$ cat config.mk
export PLATFORM = sky130hd
export DESIGN_NAME = adsr_envelope_one_pole_core_flat
export DESIGN_NICKNAME = d
export VERILOG_FILES = /design/src/adsr_pkg.sv /design/src/adsr_in_if.sv /design/src/adsr_out_if.sv /design/src/adsr_envelope_one_pole_core.sv /design/src/adsr_cfg_regs.sv /design/src/adsr_ctrl.sv /design/src/adsr_dpath.sv /design/src/flat_wrapper.sv
export SDC_FILE = /design/constraint.sdc
export NUM_CORES = 2
export LEC_CHECK = 0
export BUFFER_PORTS_ARGS = -buffer_cell sky130_fd_sc_hd__buf_4
export CAP_MARGIN = 20
export CORE_UTILIZATION = 25
export DETAILED_ROUTE_END_ITERATION = 7
export MAX_ROUTING_LAYER = met4
export SYNTH_ARGS = -nofsm -noshare
export SYNTH_HDL_FRONTEND = slang
export SYNTH_HIERARCHICAL = 1
export SYNTH_SLANG_ARGS = --single-unit
$ cat constraint.sdc
create_clock -name clk_i -period 8.6 [get_ports clk_i]
set_input_delay 0 -clock clk_i [delete_from_list [all_inputs] [get_ports clk_i]]
set_output_delay 0 -clock clk_i [all_outputs]
set_load 0.01 [all_outputs]
$ cat src/adsr_pkg.sv
package adsr_pkg;

  // guard bits between sample and internal envelope format
  localparam int GUARD_BITS = 8;

  // configuration register index width
  localparam int CFG_IDX_W = 3;

  typedef enum logic [CFG_IDX_W-1:0] {
    CFG_ATTACK_POLE   = 3'd0,
    CFG_DECAY_POLE    = 3'd1,
    CFG_RELEASE_POLE  = 3'd2,
    CFG_SUSTAIN_LEVEL = 3'd3,
    CFG_ATTACK_PEAK   = 3'd4
  } cfg_idx_e;

  typedef enum logic [1:0] {
    PH_CLEAR   = 2'd0,
    PH_ATTACK  = 2'd1,
    PH_DECAY   = 2'd2,
    PH_RELEASE = 2'd3
  } phase_e;

  // one strobe per datapath step
  typedef struct packed {
    logic load;
    logic target;
    logic diff;
    logic mul_lo;
    logic mul_hi;
    logic step;
    logic update;
    logic finish;
  } adsr_cmd_t;

endpackage

$ cat src/adsr_in_if.sv
interface adsr_in_if #(
  parameter int SAMPLE_BITS = 16
);
  logic                   valid;
  logic                   ready;
  logic [SAMPLE_BITS-1:0] gate_level;

  modport source (output valid, output gate_level, input ready);
  modport sink (input valid, input gate_level, output ready);
endinterface

$ cat src/adsr_out_if.sv
interface adsr_out_if import adsr_pkg::*; #(
  parameter int SAMPLE_BITS = 16
);
  logic                   valid;
  logic                   ready;
  logic [SAMPLE_BITS-1:0] envelope;
  phase_e                 phase;

  modport source (output valid, output envelope, output phase, input ready);
  modport sink (input valid, input envelope, input phase, output ready);
endinterface

$ cat src/adsr_envelope_one_pole_core.sv
// ADSR envelope generator with one-pole smoothing per phase.
// in_i carries one gate sample per word; out_o returns one envelope sample
// and the phase after that tick for every accepted gate word.
// Both channels use valid/ready; a word moves when both are high.
// Pole and level registers are written through cfg_we_i, cfg_index_i and
// cfg_data_i; the user must write them only while no sample is in flight,
// as the block itself does not enforce this. A new pole is used from the
// next phase change that selects it.
// After a gate word is accepted, the sequencer steps through the target,
// difference, two partial products of the step multiply, step sum,
// accumulator update and output rounding into the output register. One
// sample is in work at a time; the next word is taken once that is done.
// While the receiver stalls, a finished result waits in the output register
// and the next gate word is still taken and worked on; it completes only
// once the output register is free.
// Reset clears the phase to clear, the envelope accumulator, the previous
// gate and the active pole, and loads the default register values.
module adsr_envelope_one_pole_core import adsr_pkg::*; #(
  parameter int SAMPLE_BITS = 16,
  parameter int POLE_BITS   = 24,
  parameter int CFG_W       = (POLE_BITS > SAMPLE_BITS) ? POLE_BITS : SAMPLE_BITS
) (
  input  logic                 clk_i,
  input  logic                 rst_ni,
  input  logic                 cfg_we_i,
  input  logic [CFG_IDX_W-1:0] cfg_index_i,
  input  logic [CFG_W-1:0]     cfg_data_i,
  adsr_in_if.sink              in_i,
  adsr_out_if.source           out_o
);

  adsr_cmd_t              cmd;
  logic [POLE_BITS-1:0]   attack_pole;
  logic [POLE_BITS-1:0]   decay_pole;
  logic [POLE_BITS-1:0]   release_pole;
  logic [SAMPLE_BITS-1:0] sustain_level;
  logic [SAMPLE_BITS-1:0] attack_peak;

  // configuration registers
  adsr_cfg_regs #(
    .SAMPLE_BITS(SAMPLE_BITS),
    .POLE_BITS  (POLE_BITS),
    .CFG_W      (CFG_W)
  ) u_cfg (
    .clk_i          (clk_i),
    .rst_ni         (rst_ni),
    .cfg_we_i       (cfg_we_i),
    .cfg_index_i    (cfg_index_i),
    .cfg_data_i     (cfg_data_i),
    .attack_pole_o  (attack_pole),
    .decay_pole_o   (decay_pole),
    .release_pole_o (release_pole),
    .sustain_level_o(sustain_level),
    .attack_peak_o  (attack_peak)
  );

  // sequencer
  adsr_ctrl u_ctrl (
    .clk_i      (clk_i),
    .rst_ni     (rst_ni),
    .in_valid_i (in_i.valid),
    .out_ready_i(out_o.ready),
    .in_ready_o (in_i.ready),
    .out_valid_o(out_o.valid),
    .cmd_o      (cmd)
  );

  // filter datapath
  adsr_dpath #(
    .SAMPLE_BITS(SAMPLE_BITS),
    .POLE_BITS  (POLE_BITS)
  ) u_dpath (
    .clk_i          (clk_i),
    .rst_ni         (rst_ni),
    .cmd_i          (cmd),
    .gate_level_i   (in_i.gate_level),
    .attack_pole_i  (attack_pole),
    .decay_pole_i   (decay_pole),
    .release_pole_i (release_pole),
    .sustain_level_i(sustain_level),
    .attack_peak_i  (attack_peak),
    .envelope_o     (out_o.envelope),
    .phase_o        (out_o.phase)
  );

endmodule

$ cat src/adsr_cfg_regs.sv
module adsr_cfg_regs import adsr_pkg::*; #(
  parameter int SAMPLE_BITS = 16,
  parameter int POLE_BITS   = 24,
  parameter int CFG_W       = 24
) (
  input  logic                   clk_i,
  input  logic                   rst_ni,
  input  logic                   cfg_we_i,
  input  logic [CFG_IDX_W-1:0]   cfg_index_i,
  input  logic [CFG_W-1:0]       cfg_data_i,
  output logic [POLE_BITS-1:0]   attack_pole_o,
  output logic [POLE_BITS-1:0]   decay_pole_o,
  output logic [POLE_BITS-1:0]   release_pole_o,
  output logic [SAMPLE_BITS-1:0] sustain_level_o,
  output logic [SAMPLE_BITS-1:0] attack_peak_o
);

  localparam logic [POLE_BITS-1:0]   AttackPoleRst  = POLE_BITS'(32'd16770874);
  localparam logic [POLE_BITS-1:0]   DecayPoleRst   = POLE_BITS'(32'd16773412);
  localparam logic [POLE_BITS-1:0]   ReleasePoleRst = POLE_BITS'(32'd16775948);
  localparam logic [SAMPLE_BITS-1:0] SustainRst     = SAMPLE_BITS'(1) << (SAMPLE_BITS - 2);
  localparam logic [SAMPLE_BITS-1:0] AttackPeakRst  = SAMPLE_BITS'(32'd32440);

  logic [POLE_BITS-1:0]   attack_pole_q;
  logic [POLE_BITS-1:0]   decay_pole_q;
  logic [POLE_BITS-1:0]   release_pole_q;
  logic [SAMPLE_BITS-1:0] sustain_level_q;
  logic [SAMPLE_BITS-1:0] attack_peak_q;

  // register writes, unknown indexes dropped
  always_ff @(posedge clk_i or negedge rst_ni) begin
    if (!rst_ni) begin
      attack_pole_q   <= AttackPoleRst;
      decay_pole_q    <= DecayPoleRst;
      release_pole_q  <= ReleasePoleRst;
      sustain_level_q <= SustainRst;
      attack_peak_q   <= AttackPeakRst;
    end else if (cfg_we_i) begin
      case (cfg_index_i)
        CFG_ATTACK_POLE:   attack_pole_q   <= cfg_data_i[POLE_BITS-1:0];
        CFG_DECAY_POLE:    decay_pole_q    <= cfg_data_i[POLE_BITS-1:0];
        CFG_RELEASE_POLE:  release_pole_q  <= cfg_data_i[POLE_BITS-1:0];
        CFG_SUSTAIN_LEVEL: sustain_level_q <= cfg_data_i[SAMPLE_BITS-1:0];
        CFG_ATTACK_PEAK:   attack_peak_q   <= cfg_data_i[SAMPLE_BITS-1:0];
        default: ;
      endcase
    end
  end

  assign attack_pole_o   = attack_pole_q;
  assign decay_pole_o    = decay_pole_q;
  assign release_pole_o  = release_pole_q;
  assign sustain_level_o = sustain_level_q;
  assign attack_peak_o   = attack_peak_q;

endmodule

$ cat src/adsr_ctrl.sv
module adsr_ctrl import adsr_pkg::*; (
  input  logic      clk_i,
  input  logic      rst_ni,
  input  logic      in_valid_i,
  input  logic      out_ready_i,
  output logic      in_ready_o,
  output logic      out_valid_o,
  output adsr_cmd_t cmd_o
);

  typedef enum logic [7:0] {
    ST_IDLE = 8'b0000_0001,
    ST_TGT  = 8'b0000_0010,
    ST_DIFF = 8'b0000_0100,
    ST_MLO  = 8'b0000_1000,
    ST_MHI  = 8'b0001_0000,
    ST_STEP = 8'b0010_0000,
    ST_UPD  = 8'b0100_0000,
    ST_OUT  = 8'b1000_0000
  } state_e;

  state_e    state_q, state_d;
  logic      out_valid_q, out_valid_d;
  adsr_cmd_t cmd;

  // sequencer through the filter step
  always_comb begin
    state_d = state_q;
    cmd     = '0;
    case (state_q)
      ST_IDLE: begin
        if (in_valid_i) begin
          cmd.load = 1'b1;
          state_d  = ST_TGT;
        end
      end
      ST_TGT: begin
        cmd.target = 1'b1;
        state_d    = ST_DIFF;
      end
      ST_DIFF: begin
        cmd.diff = 1'b1;
        state_d  = ST_MLO;
      end
      ST_MLO: begin
        cmd.mul_lo = 1'b1;
        state_d    = ST_MHI;
      end
      ST_MHI: begin
        cmd.mul_hi = 1'b1;
        state_d    = ST_STEP;
      end
      ST_STEP: begin
        cmd.step = 1'b1;
        state_d  = ST_UPD;
      end
      ST_UPD: begin
        cmd.update = 1'b1;
        state_d    = ST_OUT;
      end
      ST_OUT: begin
        // wait for the output slot to be free
        if (!out_valid_q || out_ready_i) begin
          cmd.finish = 1'b1;
          state_d    = ST_IDLE;
        end
      end
      default: state_d = ST_IDLE;
    endcase
  end

  // output word valid flag
  always_comb begin
    out_valid_d = out_valid_q;
    if (out_ready_i) begin
      out_valid_d = 1'b0;
    end
    if (cmd.finish) begin
      out_valid_d = 1'b1;
    end
  end

  always_ff @(posedge clk_i or negedge rst_ni) begin
    if (!rst_ni) begin
      state_q     <= ST_IDLE;
      out_valid_q <= 1'b0;
    end else begin
      state_q     <= state_d;
      out_valid_q <= out_valid_d;
    end
  end

  assign in_ready_o  = (state_q == ST_IDLE);
  assign out_valid_o = out_valid_q;
  assign cmd_o       = cmd;

endmodule

$ cat src/adsr_dpath.sv
module adsr_dpath import adsr_pkg::*; #(
  parameter int SAMPLE_BITS = 16,
  parameter int POLE_BITS   = 24
) (
  input  logic                   clk_i,
  input  logic                   rst_ni,
  input  adsr_cmd_t              cmd_i,
  input  logic [SAMPLE_BITS-1:0] gate_level_i,
  input  logic [POLE_BITS-1:0]   attack_pole_i,
  input  logic [POLE_BITS-1:0]   decay_pole_i,
  input  logic [POLE_BITS-1:0]   release_pole_i,
  input  logic [SAMPLE_BITS-1:0] sustain_level_i,
  input  logic [SAMPLE_BITS-1:0] attack_peak_i,
  output logic [SAMPLE_BITS-1:0] envelope_o,
  output phase_e                 phase_o
);

  localparam int SW   = SAMPLE_BITS;
  localparam int PW   = POLE_BITS;
  localparam int AW   = SW + GUARD_BITS + 1;
  localparam int LW   = (AW + 1) / 2;
  localparam int HW   = AW - LW;
  localparam int BW   = PW + 1;
  localparam int SUMW = AW + BW;

  localparam logic [2*SW-1:0]  SusHalf  = (2*SW)'(1) << (SW - 2);
  localparam logic [LW+BW-1:0] StepHalf = (LW+BW)'(1) << (PW - 1);
  localparam logic [AW:0]      OutHalf  = (AW+1)'(1) << (GUARD_BITS - 1);

  // architectural state
  phase_e          phase_q;
  logic [SW-1:0]   prev_gate_q;
  logic [AW-1:0]   acc_q;
  logic [PW-1:0]   pole_q;

  // working registers
  logic [SW-1:0]    gate_q;
  logic [2*SW-1:0]  prod_q;
  logic [AW-1:0]    tgt_q;
  logic [AW-1:0]    d_q;
  logic             up_q;
  logic [LW+BW-1:0] lo_q;
  logic [LW+BW-1:0] lor_q;
  logic [HW+BW-1:0] hi_q;
  logic [AW-1:0]    step_q;
  logic [SW-1:0]    env_q;
  phase_e           phase_out_q;

  phase_e           phase_ld;
  logic [PW-1:0]    pole_ld;
  logic [2*SW-1:0]  sus_sum;
  logic [AW-1:0]    tgt_d;
  logic             up_d;
  logic [AW-1:0]    d_d;
  logic [BW-1:0]    coef;
  logic [SUMW-1:0]  sum_w;
  logic [AW:0]      acc_rnd;
  logic [SW+1:0]    out_v;
  logic [SW-1:0]    env_sat;
  logic             peak_hit;
  phase_e           phase_fin;

  // phase change on gate edges
  always_comb begin
    phase_ld = phase_q;
    pole_ld  = pole_q;
    if (prev_gate_q < gate_level_i && phase_q != PH_DECAY) begin
      phase_ld = PH_ATTACK;
      pole_ld  = attack_pole_i;
    end else if (prev_gate_q > gate_level_i) begin
      phase_ld = PH_RELEASE;
      pole_ld  = release_pole_i;
    end
  end

  // filter target: gate in attack, gate times sustain otherwise
  assign sus_sum = prod_q + SusHalf;
  assign tgt_d   = (phase_q == PH_ATTACK) ?
                   {1'b0, gate_q, {GUARD_BITS{1'b0}}} :
                   {sus_sum[2*SW-1:SW-1], {GUARD_BITS{1'b0}}};

  // distance to target and direction
  assign up_d = (tgt_q >= acc_q);
  assign d_d  = up_d ? (tgt_q - acc_q) : (acc_q - tgt_q);

  // one minus pole, a zero pole gives a full step
  assign coef = (BW'(1) << PW) - {1'b0, pole_q};

  // rounded step from the two partial products
  assign sum_w = {hi_q, {LW{1'b0}}} + SUMW'(lor_q);

  // output rounding and saturation
  assign acc_rnd  = {1'b0, acc_q} + OutHalf;
  assign out_v    = acc_rnd[AW:GUARD_BITS];
  assign env_sat  = (|out_v[SW+1:SW]) ? {SW{1'b1}} : out_v[SW-1:0];
  assign peak_hit = (phase_q == PH_ATTACK) && (env_sat > attack_peak_i);
  assign phase_fin = peak_hit ? PH_DECAY : phase_q;

  // state registers
  always_ff @(posedge clk_i or negedge rst_ni) begin
    if (!rst_ni) begin
      phase_q     <= PH_CLEAR;
      prev_gate_q <= '0;
      acc_q       <= '0;
      pole_q      <= '0;
    end else begin
      if (cmd_i.load) begin
        phase_q     <= phase_ld;
        pole_q      <= pole_ld;
        prev_gate_q <= gate_level_i;
      end
      if (cmd_i.update && phase_q != PH_CLEAR) begin
        acc_q <= up_q ? (acc_q + step_q) : (acc_q - step_q);
      end
      if (cmd_i.finish && peak_hit) begin
        phase_q <= PH_DECAY;
        pole_q  <= decay_pole_i;
      end
    end
  end

  // working and output registers
  always_ff @(posedge clk_i) begin
    if (cmd_i.load) begin
      gate_q <= gate_level_i;
      prod_q <= (2*SW)'(gate_level_i) * (2*SW)'(sustain_level_i);
    end
    if (cmd_i.target) begin
      tgt_q <= tgt_d;
    end
    if (cmd_i.diff) begin
      d_q  <= d_d;
      up_q <= up_d;
    end
    if (cmd_i.mul_lo) begin
      lo_q <= (LW+BW)'(d_q[LW-1:0]) * (LW+BW)'(coef);
    end
    if (cmd_i.mul_hi) begin
      hi_q  <= (HW+BW)'(d_q[AW-1:LW]) * (HW+BW)'(coef);
      lor_q <= lo_q + StepHalf;
    end
    if (cmd_i.step) begin
      step_q <= sum_w[PW +: AW];
    end
    if (cmd_i.finish) begin
      env_q       <= (phase_q == PH_CLEAR) ? '0 : env_sat;
      phase_out_q <= phase_fin;
    end
  end

  assign envelope_o = env_q;
  assign phase_o    = phase_out_q;

endmodule

$ cat src/flat_wrapper.sv
// flat-port wrapper written by rule: the top's interface ports become plain ports
module adsr_envelope_one_pole_core_flat import adsr_pkg::*;
#(
  parameter int SAMPLE_BITS = 16,
  parameter int POLE_BITS   = 24,
  parameter int CFG_W       = (POLE_BITS > SAMPLE_BITS) ? POLE_BITS : SAMPLE_BITS
)
  (clk_i, rst_ni, cfg_we_i, cfg_index_i, cfg_data_i, in_i_valid, in_i_gate_level, in_i_ready, out_o_valid, out_o_envelope, out_o_phase, out_o_ready);
  adsr_in_if #(.SAMPLE_BITS(SAMPLE_BITS)) in_i_i ();
  adsr_out_if #(.SAMPLE_BITS(SAMPLE_BITS)) out_o_i ();
  input  logic clk_i;
  input  logic rst_ni;
  input  logic cfg_we_i;
  input  logic [CFG_IDX_W-1:0] cfg_index_i;
  input  logic [CFG_W-1:0] cfg_data_i;
  input wire logic [$bits(in_i_i.valid)-1:0] in_i_valid;
  input wire logic [$bits(in_i_i.gate_level)-1:0] in_i_gate_level;
  output wire logic [$bits(in_i_i.ready)-1:0] in_i_ready;
  output wire logic [$bits(out_o_i.valid)-1:0] out_o_valid;
  output wire logic [$bits(out_o_i.envelope)-1:0] out_o_envelope;
  output wire logic [$bits(out_o_i.phase)-1:0] out_o_phase;
  input wire logic [$bits(out_o_i.ready)-1:0] out_o_ready;
  assign in_i_i.valid = in_i_valid;
  assign in_i_i.gate_level = in_i_gate_level;
  assign in_i_ready = in_i_i.ready;
  assign out_o_valid = out_o_i.valid;
  assign out_o_envelope = out_o_i.envelope;
  assign out_o_phase = out_o_i.phase;
  assign out_o_i.ready = out_o_ready;
  adsr_envelope_one_pole_core #(.SAMPLE_BITS(SAMPLE_BITS), .POLE_BITS(POLE_BITS), .CFG_W(CFG_W)) u_core (.clk_i(clk_i), .rst_ni(rst_ni), .cfg_we_i(cfg_we_i), .cfg_index_i(cfg_index_i), .cfg_data_i(cfg_data_i), .in_i(in_i_i), .out_o(out_o_i));
endmodule
Yosys cells after proc, flatten, opt, wreduce, memory -nomap -nowiden

Cells that the tools add are included.

Flip-flop bits (word level): 434
Logic and storage cells: 102
Output and inout bits: 20
Input bits: 48

Multiply operators: 3
Order comparisons: 4
Equal/unequal tests: 16
Add/sub/neg operators: 9
Reduce and logical (&&, ||, !) cells: 20
Muxes and demuxes: 27

Operators by type and width:

| cell                   | number |
|---|---|
| $mux 24                | 5 |
| $sub 25x25->25         | 3 |
| $pmux 8 s8             | 1 |
| $mux 25                | 2 |
| $add 49x38->49         | 1 |
| $add 38x24->38 const B | 1 |
| $mul 13x25->38         | 1 |
| $mul 12x25->36         | 1 |
| $add 32x15->32 const B | 1 |
| $gt 16x16->1           | 2 |
| $mul 16x16->32         | 1 |
| $add 25x8->26 const B  | 1 |
| $add 25x25->25         | 1 |
| $ge 25x25->1           | 1 |
| $sub 25x24->25 const A | 1 |
| $lt 16x16->1           | 1 |
| $mux 16                | 1 |
| $mux 8                 | 2 |
| $reduce_and 2->1       | 7 |
| $mux 1                 | 12 |
| $eq 8x1->1 const B     | 1 |
| $eq 8x2->1 const B     | 1 |
| $eq 8x3->1 const B     | 1 |
| $eq 8x4->1 const B     | 1 |
| other kinds (18)       | 29 |

Longest topological paths before layout

Word-level depth: 8
Gate-level depth with buffers: 30
Gate-level depth less buffers: 28

Modules after synthesis

The synthesis kept the hierarchy.

By module, submodules not included:

| module        | sequential area each (µm²) | area each (µm²) | instances | cells each |
|---|---|---|---|---|
| adsr_dpath    | 7862.5                     | 42869.9         | 1         | 4644 |
| adsr_cfg_regs | 2678.8                     | 4060.1          | 1         | 224 |
| adsr_ctrl     | 226.5                      | 480.5           | 1         | 48 |

Least setup slack after synthesis

Ideal clock, no wire load.

Path kind: register to register
Start point: reg u_core.u_dpath.pole_q[4]
End point: reg u_core.u_dpath.hi_q[33], data pin
Library setup time: 0.158 ns
Setup slack: 0.909 ns
Arrival: 7.533 ns
Path buffers: 1
Stages on the path, launching flop included: 28
Period minus slack after synthesis: 7.691 ns
Data required time: 8.442 ns
Path through: dfrtp_1 -> or4_1 -> nor2_2 -> nand2_1 -> nor4_2 -> inv_1 -> or3_1 -> xor2_1 -> clkbuf_1 -> nand2_1 -> fa_1 -> inv_1 -> fa_1 -> fa_1 -> fa_1 -> inv_1 -> fa_1 -> inv_1 -> ha_1 -> a21o_1 -> a21oi_1 -> o2bb2ai_1 -> a2111oi_0 -> a21oi_1 -> o31a_1 -> o31ai_2 -> or4b_1 -> o211ai_1

Longest elaborated chain between the ends: 2

RTL lines:

| what                   | line              | text |
|---|---|---|
| start, declared        | adsr_dpath.sv:34  | `logic [PW-1:0] pole_q;` |
| start signal, assigned | adsr_dpath.sv:109 | `pole_q <= pole_ld;` |
| start signal, assigned | adsr_dpath.sv:117 | `pole_q <= decay_pole_i;` |
| $sub 25x24->25         | adsr_dpath.sv:87  | `assign coef = (BW'(1) << PW) - {1'b0, pole_q};` |
| $mul 12x25->36         | adsr_dpath.sv:139 | `hi_q <= (HW+BW)'(d_q[AW-1:LW]) * (HW+BW)'(coef);` |
| end signal, assigned   | adsr_dpath.sv:139 |  |
| end, declared          | adsr_dpath.sv:44  | `logic [HW+BW-1:0] hi_q;` |

No other way between the ends.
A chain may end at the register's enable or synchronous reset.

Final worst setup path

Start point: reg u_core.u_dpath.pole_q[4]
End point: reg u_core.u_dpath.lo_q[37], data pin

Longest elaborated chain between the ends: 2

RTL lines:

| what                 | line              | text |
|---|---|---|
| $sub 25x24->25       | adsr_dpath.sv:87  |  |
| $mul 13x25->38       | adsr_dpath.sv:136 | `lo_q <= (LW+BW)'(d_q[LW-1:0]) * (LW+BW)'(coef);` |
| end signal, assigned | adsr_dpath.sv:136 |  |
| end, declared        | adsr_dpath.sv:42  | `logic [LW+BW-1:0] lo_q;` |

No other way between the ends.

==> impl_results.md <==
* Number of buffers inserted during clock tree synthesis at 45
* Register clock-pin slew on the reported worst setup and hold paths at 0.06 ns
* Sequential area share after synthesis at 22.7%
* Most used flip-flop cell after synthesis: edfxtp_1
* GP Congestion at 0.890
* Total cell area at the placement stage at 50,900 sq um
* Crit-path most repeated cell: fa_1
* Area of the multi-input gates at 32,600 sq um
* Initial core utilization at 25.2%
* Clock Path Buffers at 3
* FF+latch count, synth at 386
* Worst-Skew Late Latency at 0.61 ns
* Arrival time of data at the critical path endpoint at 8.42 ns
* Worst-case clock skew at 0.0306 ns
* Async SR Flop Fraction at 46.6%
* Max frequency at 124 MHz
* Max Fanout on Critical Path at 10
* Number of global-route vias before repair at 35,601
* Number of top-level pins at 68
* Unrepaired setup endpoints after global routing: no
* Die ar. at 191,000 sq um
* Wirelength per Cell at 16.6 microns
* Final global-route overflow total at 0
* Critical path's largest stage delay at 0.57 ns
* HPWL Detailed at 97.9 mm
* Final design area excluding fillers at 53,000 sq um
* Final max-slew violation count at 0
* Detailed-route wire length at 124 mm
* Area share of the largest cell type after synthesis at 28.5%
* Filler cell count at 19,599
* Dominant cell type by area after synthesis: fa_1
* Placed Cells at 7,334
* Worst-Margin Slew at 1.09 ns
* Vertical extent of the die at 437 microns
* Wire length of the first global-routing pass at 197 mm
* Final setup violation count at 0
* Tightest slew margin relative to the limit at 27.2%
* Number of levels in the clock H-tree at 2
* Highest-delay cell along the critical path: or4_1
* Dominant cells by area after synthesis: fa_1 (29%), edfxtp_1 (13%), ha_1 (9.8%)
* Final critical delay including setup and external delays at 8.09 ns
* Class of the most critical setup path: reg -> reg
* Final Hold Viols at 0
* Post-synthesis to final-layout area growth at 11.8%
* Share of final-layout standard cells stronger than drive strength 1 at 9.89%
* Tcrit/Tclk final at 94.1%
* Post-synth EDFFs at 206
* Core Footprint at 188,000 sq um
* Number of rows created at floorplan at 159
* Iteration count of the initial detailed-routing pass at 5
* Max-cap check violation count at 0
* Die Width at 437 microns
* Starting DRC count in detailed routing at 2,026
* Worst EP required at 8.93 ns
* Most repeated cell in the gate-level netlist after synthesis: inv_1
* Min-Delay Path Class: in -> reg
* Number of clock sinks at 386
* Synthesized Nets at 6,011
* Yosys warning count at 6
* Total vias in the final route at 33,668
* Critical path buffer and inverter count at 4
* Total track usage at 13.3%
* Synth cell types at 94
* Endpoint kind of the worst setup timing path: flop
* Layout Utilization at 28.2%
* Initial antenna violation count at 3
* Maximum number of pins on one net before global-route repair at 122
* Cell class contributing the biggest share of worst-path delay: adder cells
* Root buf cell: clkbuf_16
* Via density at 4.51
* Setup TNS Final at 0 ns
* Post-synth design cell area at 47,400 sq um
* Final instance count without filler cells at 7,472
* Seq. cell area at 10,800 sq um
* Average instance area after synthesis at 9.64 sq um
* Count of buffers from port buffering at 67
* Clock tree from TritonCTS: built
* Setup crit start kind: flop
* Net total in the final layout at 6,033
* Number of nets with antenna violations after detailed routing at 0
* Most common library cells after synthesis: inv_1 (898), nand2_1 (734), fa_1 (676)
* Run status: finished, final reports clean
* Number of remaining DRC errors at 0
* Number of instances in the synthesized netlist at 4,916
-- path summary, 6_finish.rpt --
check,slack [ns],start,cells after the start,end
hold reg to reg,0.42,u_core/u_dpath/lo_q[17],0,u_core/u_dpath/lor_q[17]
setup reg to reg,0.51,u_core/u_dpath/pole_q[4],25,u_core/u_dpath/lo_q[37]
setup / recovery,0.51,u_core/u_dpath/pole_q[4],25,u_core/u_dpath/lo_q[37]
max in group asynchronous,7.01,rst_ni,3,u_core/u_dpath/acc_q[18]
hold / removal,0.13,cfg_index_i[2],4,u_core/u_cfg/attack_pole_o[3]
min in group asynchronous,0.14,rst_ni,2,u_core/u_cfg/decay_pole_o[1]
-- stage by stage --
stage / setup WS [ns] / hold slack (ns)
after global placement: 0.419 / 0.214
after floorplan: 0.909 / -0.296
after global routing: 0.0740 / 0.129
after detailed placement: 0.334 / 0.214
after CTS: 0.297 / 0.0981
final: 0.506 / 0.131
-- area by class of cell --
class / instances / share of cell area [%]
flip-flops and latches: 386 / 20.3
clock buffers: 64 / 2.40
well taps: 2495 / 5.89
repair buffers: 194 / 3.05
clock inverters: 19 / 0.439
multi-input cells: 3412 / 61.5
inverters: 899 / 6.36
diodes: 3 / 0.0142
-- routing by layer --
layer	track usage (%)	share of wire, %	vias up
met4	4.48	3.6	0
met5	-	0	-
li1	-	-	15549
met1	16.6	43	17038
met2	22.1	48	887
met3	1.91	5.1	194
-- kinds of logic (layout without fill, tap and decap cells) --
kind of cell	count (synthesis)	after routing	share of synthesized area, %
buffers and inverters	1118	1176	9.02
adder cells (fa/ha/maj)	1047	1047	38.3
AO/OA/AOI/OAI	481	481	6.77
multiplexers	162	162	3.90
AND/OR/NAND/NOR	1510	1510	15.3
flip-flops	386	386	22.7
XOR/XNOR	212	212	3.92
other	0	3	0
-- registers in the layout, indices dropped and copies added, names as in the netlist, 8 cells and up --
name / cells
u_core/u_cfg/release_pole_o: 24
u_core/u_dpath/lor_q: 25
u_core/u_dpath/tgt_q: 17
u_core/u_dpath/hi_q: 36
u_core/u_cfg/attack_pole_o: 24
u_core/u_dpath/pole_q: 24
u_core/u_dpath/prev_gate_q: 16
u_core/u_dpath/gate_q: 16
u_core/u_dpath/d_q: 25
u_core/u_dpath/lo_q: 25
u_core/u_dpath/envelope_o: 16
u_core/u_dpath/prod_q: 18
u_core/u_cfg/attack_peak_o: 16
u_core/u_cfg/decay_pole_o: 24
u_core/u_ctrl/state_q: 8
u_core/u_cfg/sustain_level_o: 16
u_core/u_dpath/acc_q: 25
u_core/u_dpath/step_q: 25
-- placed cells by master, fill, tap and decap left out, types with 46 or more instances in the layout --
master         Yosys  routed
nand3_1           68      68
nor3_1            49      48
and2_1           324     324
nor2_1           146     145
o21ai_0           90      89
buf_4              1     144
a21o_1            68      68
dfrtp_1          118     118
nand2_1          734     734
edfxtp_1         206     206
dlygate4sd3_1      0      46
fa_1             676     676
ha_1             371     371
xnor2_1          134     120
inv_1            898     898
xor2_1            78      71
mux2_2           135     135
clkbuf_16          0      47
a21oi_1          133     133
dfstp_2           62      62
-- what timing repair did --
action / in CTS / in global routing
setup endpoints to repair: 0 / 5
gates resized for setup: 0 / 5
hold endpoints to repair: 210 / 0
setup buffers: 0 / 4
hold buffers: 46 / 0
-- worst reg2reg max path, cell delays in order, from the launching register on --
cell and delay [ns]:
dfrtp_1 0.42, or4_1 0.57, nor2_2 0.12, nand2_1 0.13
or4_1 0.52, nor2_1 0.20, xnor2_2 0.33, buf_4 0.29
nand2_1 0.09, fa_1 0.51, fa_1 0.52, inv_1 0.06
fa_1 0.45, fa_1 0.51, inv_1 0.05, fa_1 0.48
inv_1 0.04, ha_1 0.32, a211oi_1 0.31, nor3_1 0.11
o41ai_2 0.44, a2bb2oi_1 0.31, a21oi_1 0.17, o311a_1 0.42
a311oi_1 0.33, xnor2_1 0.11
Power is left out: the tool's default activity adds up to more than one toggle a clock period on the data nets, which glitch-free logic cannot reach.
